[src/rtl/core/fpa_pkg.sv]
// ----------------------------------------------------------------------------
// fpa_pkg
// shared types and constants of the fixed-point alu
// ----------------------------------------------------------------------------
`timescale 1ns / 1ps
`default_nettype none

package fpa_pkg;

  localparam int unsigned FractionBitsDef = 8;
  localparam int unsigned DataW           = 32;
  localparam int unsigned QueueDepth      = 2;
  localparam int unsigned QPtrW           = 1;

  typedef enum logic [3:0] {
    ACT_ADD     = 4'd0,
    ACT_SUB     = 4'd1,
    ACT_MUL     = 4'd2,
    ACT_DIV     = 4'd3,
    ACT_GT      = 4'd4,
    ACT_LT      = 4'd5,
    ACT_GE      = 4'd6,
    ACT_LE      = 4'd7,
    ACT_NE      = 4'd8,
    ACT_EQ      = 4'd9,
    ACT_MIN     = 4'd10,
    ACT_MAX     = 4'd11,
    ACT_INC     = 4'd12,
    ACT_DEC     = 4'd13,
    ACT_TOINT   = 4'd14,
    ACT_FROMINT = 4'd15
  } action_e;

  // which part of the back end finishes the item
  typedef enum logic [1:0] {
    KIND_SIMPLE = 2'd0,
    KIND_MUL    = 2'd1,
    KIND_DIV    = 2'd2
  } kind_e;

  localparam logic [1:0] STATUS_OK       = 2'd0;
  localparam logic [1:0] STATUS_DIV_ZERO = 2'd1;
  localparam logic [1:0] STATUS_OVERFLOW = 2'd2;

  localparam logic [DataW-1:0] RawMax = 32'h7fff_ffff;
  localparam logic [DataW-1:0] RawMin = 32'h8000_0000;

  typedef struct packed {
    action_e                  action;
    logic signed [DataW-1:0]  a;
    logic signed [DataW-1:0]  b;
  } item_t;

  typedef struct packed {
    kind_e kind;
    item_t item;
  } cls_item_t;

  typedef struct packed {
    logic      valid;
    cls_item_t data;
  } front_out_t;

endpackage

`default_nettype wire

[src/rtl/core/fpa_front.sv]
// ----------------------------------------------------------------------------
// fpa_front
// accepts items, tags them by execution kind and queues them for the back end
// ----------------------------------------------------------------------------
`timescale 1ns / 1ps
`default_nettype none

module fpa_front import fpa_pkg::*; (
  input  wire logic                 clk_i,
  input  wire logic                 rst_ni,
  input  wire logic                 s_axis_tvalid_i,
  output logic                      s_axis_tready_o,
  input  wire logic [3:0]           s_axis_tuser_i,   // action
  input  wire logic [2*DataW-1:0]   s_axis_tdata_i,   // operand_a, operand_b
  input  wire logic                 pop_i,
  output front_out_t                head_o
);

  cls_item_t        mem_q [QueueDepth];
  logic [QPtrW-1:0] wr_ptr_q, rd_ptr_q;
  logic [QPtrW:0]   cnt_q;
  logic             push, pop;
  cls_item_t        cls;

  // classify the incoming item
  always_comb begin
    cls.item.action = action_e'(s_axis_tuser_i);
    cls.item.a      = s_axis_tdata_i[DataW-1:0];
    cls.item.b      = s_axis_tdata_i[2*DataW-1:DataW];
    case (cls.item.action)
      ACT_MUL: cls.kind = KIND_MUL;
      ACT_DIV: cls.kind = KIND_DIV;
      default: cls.kind = KIND_SIMPLE;
    endcase
  end

  assign s_axis_tready_o = (cnt_q != (QPtrW+1)'(QueueDepth));
  assign push            = s_axis_tvalid_i && s_axis_tready_o;
  assign pop             = pop_i && (cnt_q != '0);

  assign head_o.valid = (cnt_q != '0);
  assign head_o.data  = mem_q[rd_ptr_q];

  // queue storage
  always_ff @(posedge clk_i) begin
    if (push) begin
      mem_q[wr_ptr_q] <= cls;
    end
  end

  // queue pointers and fill count
  always_ff @(posedge clk_i or negedge rst_ni) begin
    if (!rst_ni) begin
      wr_ptr_q <= '0;
      rd_ptr_q <= '0;
      cnt_q    <= '0;
    end else begin
      if (push) wr_ptr_q <= wr_ptr_q + 1'b1;
      if (pop)  rd_ptr_q <= rd_ptr_q + 1'b1;
      cnt_q <= cnt_q + (QPtrW+1)'(push) - (QPtrW+1)'(pop);
    end
  end

endmodule

`default_nettype wire

[config.mk]
export PLATFORM = sky130hd
export DESIGN_NAME = fpa_front
export DESIGN_NICKNAME = d
export VERILOG_FILES = /design/src/rtl/core/fpa_pkg.sv /design/src/rtl/core/fpa_front.sv
export SDC_FILE = /design/constraint.sdc
export NUM_CORES = 1
export LEC_CHECK = 0
export ABC_AREA = 1
export BUFFER_PORTS_ARGS = -buffer_cell sky130_fd_sc_hd__buf_2
export CAP_MARGIN = 10
export CELL_PAD_IN_SITES_DETAIL_PLACEMENT = 0
export CELL_PAD_IN_SITES_GLOBAL_PLACEMENT = 1
export CORE_AREA = 4 4 162 164
export DETAILED_ROUTE_END_ITERATION = 8
export DIE_AREA = 0 0 166 168
export GPL_ROUTABILITY_DRIVEN = 0
export HOLD_SLACK_MARGIN = 0.15
export PLACE_DENSITY_LB_ADDON = 0.1
export SYNTH_ARGS = -nofsm -noshare
export SYNTH_HDL_FRONTEND = slang
export SYNTH_SLANG_ARGS = --single-unit
[constraint.sdc]
create_clock -name clk_i -period 5.1 [get_ports clk_i]
set_input_delay 1.53 -clock clk_i [delete_from_list [all_inputs] [get_ports clk_i]]
set_output_delay 1.53 -clock clk_i [all_outputs]
set_load 0.03 [all_outputs]
==> impl_summary.txt <==
----------------------------------------------------
[Finish]
  Final instance area ... 7780 µm²
  Final cell count without fillers ... roughly 900
  Number of diodes ... 0
  Proportion of layout cells with a drive suffix above 1 ... 0.574
  Layout overhead on the synthesized area ... 26.6%
  Nets@finish ... about 630

[Yosys]
  Number of flops mapped to enable cells by yosys ... 140
  Syn Inst Count ... 401
  Main synth FF type ... sky130_fd_sc_hd__edfxtp_1
  Fraction of synthesized area in multiplexers ... 0
  Count of state elements after synthesis ... 144
  Cell area after synthesis ... 6140 µm²
  Synth cell count leaders ... 140 x sky130_fd_sc_hd__edfxtp_1, 78 x sky130_fd_sc_hd__nand2_1, 72 x sky130_fd_sc_hd__nand2_2, 70 x sky130_fd_sc_hd__nand2_4, 8 x sky130_fd_sc_hd__inv_1
  Parity-gate share of the synthesized area counting xor and xnor cells ... 0.00143
  Top cells by area, synth ... sky130_fd_sc_hd__edfxtp_1 68%, sky130_fd_sc_hd__nand2_4 13%, sky130_fd_sc_hd__nand2_2 7.3%, sky130_fd_sc_hd__nand2_1 4.8%, sky130_fd_sc_hd__buf_12 2.3%
  Count of different cell masters after synthesis ... 19
  Syn_area_per_cell ... 15.3 µm²
  Post-synthesis compound-gate area fraction ... 0.00163
  Synth warnings ... 0
  Share of Yosys cell area claimed by the top area cell type ... 0.684
  Most frequent cell after synthesis ... sky130_fd_sc_hd__edfxtp_1
  Post-Syn Nets ... 474
  Adder and majority cell fraction of the synthesized area ... 0.00204
  Share of synthesized flip-flops with an asynchronous set or reset ... 0.0278
  Largest area contributor in the netlist ... sky130_fd_sc_hd__edfxtp_1
  Combinational family with the most area after synthesis ... simple AND/OR/NAND/NOR gates
  Simple-gate share of the synthesized area ... 0.256
  Fraction of the yosys area taken by sequential cells ... 0.701

[Floorplan]
  Top-level port count ... about 140
  Die width ... 166 µm
  Area inside the core boundary ... 24900 µm²
  Full die area ... between 20000 and 30000 µm²
  Starting Density ... 0.247
  Die H ... 168 µm
  Number of rows in the core area ... 58

[Setup path]
  Kind of critical path ... reg2out
  Worst reg2reg path startpoint ... cnt_q[1]$_DFF_PN0_
  List of cells traversed by the critical path ... buf_4, nand2_1, nand2_2, buf_2
  Maximum net fanout on the critical path ... 50
  Critical Path Max Stage Delay ... 720 ps
  Slowest cell on crit path ... sky130_fd_sc_hd__dfrtp_2
  Arr. time, crit path ... 2210 ps
  Crit-path leading delay family ... buffers and inverters
  Startpoint kind of the worst setup timing path ... flip-flop
  Worst setup EP type ... output port
  Depth of the most critical reg-to-reg path ... 4
  Crit. path cell count ... 4
  Beginning of the critical path ... rd_ptr_q$_DFFE_PN0P_
  Count of buffering cells on the critical path with inverters included ... 2
  Data required, critical path ... 3570 ps
  Flop-to-flop setup slack ... roughly 3000 ps
  CP Capture Point ... head_o[68]
  FF-to-FF End ... mem_q[0][18]$_DFFE_PP_

[STA]
  Period utilization ... 0.734
  Worst hold margin ... 554 ps
  Setup repair after global routing missed its margin ... no
  Final setup fails ... 0
  Setup TNS after final layout ... 0 ps
  Clock skew after layout ... about 8.4 ps
  Time the final worst path needs with I/O delays and setup ... 3740 ps
  Hold Violations, Final ... 0
  Worst rel slew slack ... 0.350
  Slew Viols, Final ... 0
  Achievable clock frequency ... 0.267 GHz
  Fin worst setup slack ... 1360 ps
  Slew at the pin with the worst max-slew slack ... roughly 1000 ps

[Power and ir drop]
  Combinational fraction of design power ... 0.401
  Proportion of power drawn by flip-flops and latches ... 0.341
  Switching fraction of total power ... 0.421
  Leakage Power ... roughly 3.3 nW
  Switching power total ... 0.00218 W
  P_int ... 0.00300 W
  IR Drop Worst-Case VDD ... 0.228 mV
  Relative contribution of the clock network to total power ... 0.257
  Pwr dens ... 667 nW/µm²

[GRT]
  Antenna violations before repair ... 2
  Pin count of the biggest net entering global routing ... 72
  Number of global-route vias before repair ... 3578
  Wire length of the first global-routing pass ... between 20000 and 25000 µm
  Aggregate global-route resource usage ... 0.0990
  Overall overflow remaining after global route ... 0

[Clock tree]
  Sinks on the clock net ... 144
  Inserted Clock Buffers ... 17
  TritonCTS clock tree ... built
  Setup Buffers After CTS ... 0
  Number of buffers inserted for hold repair after clock tree synthesis ... 0
  Number of buffers on the longest clock path ... 2
  Max H-tree Level ... 4
  CTS Root Buffer Type ... sky130_fd_sc_hd__clkbuf_16
  Latest clock arrival within the worst-skew pair ... 410 ps
  Clock-pin slew reported for the worst setup and hold paths after clock tree synthesis ... 60 ps
  Post-cts resize count ... 0

[Routing]
  Via/cell ratio ... 3.78
  Aggregate routed wire length ... 13500 µm
  Number of vias in the routed layout ... roughly 3400
  Number of antenna-violating nets in the routed design ... 0
  DR iter-0 viols ... 97
  Drt drc ... 0
  Routed wirelength normalized by instance count ... 15.1 µm
  First-pass iteration count of the detailed router ... 4

[Min path]
  Path class of the lowest-slack min-delay path ... reg2reg

[Run status]
  Run status ... finished clean

[Flow run]
  Max-cap viol count ... 0

[Placed design]
  Setup WS pre-CTS ... between 1500 and 2000 ps
  Placed Area ... roughly 7100 µm²
  Placed Instances ... 864
  Buffers added on ports ... 143
  Dpl hpwl ... 8580 µm

----------------------------------------------------
[logic make-up (layout without fill, tap and decap cells)]
| family | after synthesis | in the layout |
|---|---|---|
| simple gates | 229 | 229 |
| flops | 144 | 144 |
| buf+inv | 24 | 189 |
| compound gates | 2 | 2 |
| fa+ha+maj | 1 | 1 |
| xor+xnor | 1 | 1 |
[how the worst min path moves through the flow]
| stage | from | end | slack [ps] | cells past startpoint |
|---|---|---|---|---|
| after floorplan | wr_ptr_q$_DFFE_PN0P_ | wr_ptr_q$_DFFE_PN0P_ | 480 | 2 |
| after global placement | cnt_q[0]$_DFF_PN0_ | cnt_q[0]$_DFF_PN0_ | 550 | 1 |
| after detailed placement | cnt_q[0]$_DFF_PN0_ | cnt_q[0]$_DFF_PN0_ | 550 | 1 |
| after CTS | cnt_q[0]$_DFF_PN0_ | cnt_q[0]$_DFF_PN0_ | 560 | 1 |
| after global routing | cnt_q[0]$_DFF_PN0_ | cnt_q[0]$_DFF_PN0_ | 630 | 1 |
| final | cnt_q[0]$_DFF_PN0_ | cnt_q[0]$_DFF_PN0_ | 550 | 1 |
[sequential cells by signal, summed over array words and instances, names as in the netlist]
register,count
mem_q,140
cnt_q,2
rd_ptr_q,1
wr_ptr_q,1
[cell type report]
class / instances / area (µm²)
clock buffers: 17 / 425
clock inverters: 15 / 205
fillers: 2505 / 17100
inverters: 9 / 46.3
multi-input cells: 233 / 1620
flip-flops and latches: 144 / 4310
well taps: 330 / 413
repair buffers: 148 / 766
[cells in the final DEF (no fill, tap or decap)]
master | synthesis | routed
sky130_fd_sc_hd__clkinvlp_4 | 0 | 2
sky130_fd_sc_hd__clkinv_1 | 0 | 1
sky130_fd_sc_hd__nand3_1 | 2 | 2
sky130_fd_sc_hd__inv_6 | 0 | 4
sky130_fd_sc_hd__inv_12 | 1 | 1
sky130_fd_sc_hd__nor2_4 | 0 | 2
sky130_fd_sc_hd__nand2_1 | 78 | 78
sky130_fd_sc_hd__inv_1 | 8 | 8
sky130_fd_sc_hd__o21ai_1 | 1 | 1
sky130_fd_sc_hd__nor4_1 | 1 | 1
sky130_fd_sc_hd__dfrtp_2 | 0 | 1
sky130_fd_sc_hd__nand2_4 | 70 | 70
sky130_fd_sc_hd__buf_2 | 7 | 143
sky130_fd_sc_hd__ha_1 | 1 | 1
sky130_fd_sc_hd__a21oi_1 | 1 | 1
sky130_fd_sc_hd__edfxtp_1 | 140 | 140
sky130_fd_sc_hd__bufinv_16 | 0 | 4
sky130_fd_sc_hd__clkinv_2 | 0 | 1
sky130_fd_sc_hd__nand2_2 | 72 | 72
sky130_fd_sc_hd__dfrtp_1 | 4 | 3
sky130_fd_sc_hd__clkinv_4 | 0 | 3
sky130_fd_sc_hd__nor3_1 | 1 | 1
sky130_fd_sc_hd__buf_12 | 7 | 1
sky130_fd_sc_hd__clkbuf_16 | 0 | 17
sky130_fd_sc_hd__xor2_1 | 1 | 1
sky130_fd_sc_hd__nor2_1 | 4 | 3
sky130_fd_sc_hd__buf_4 | 0 | 4
[through the flow]
stage / util / power (W)
after floorplan: - / 0.00345
after global placement: 0.287 / 0.00395
after detailed placement: 0.287 / 0.00396
after CTS: 0.313 / 0.00532
after global routing: 0.313 / 0.00551
final: 0.313 / 0.00519
[power groups by stage]
stage | Combinational (W) | Clock (W) | Sequential, W
floorplan | 0.00168 | 0 | 0.00177
global placement | 0.00215 | 0 | 0.00180
detailed placement | 0.00216 | 0 | 0.00180
CTS | 0.00216 | 0.00138 | 0.00178
global route | 0.00227 | 0.00144 | 0.00180
finish | 0.00208 | 0.00134 | 0.00177
[metal layers]
layer	vias up	global-route usage	part of all wire
li1	1649	-	-
met1	1635	0.122	0.44
met2	84	0.162	0.49
met3	18	0.0352	0.053
met4	4	0.0334	0.013
met5	-	0	0.0020
Note: power is estimated with default switching activity, not from simulation.
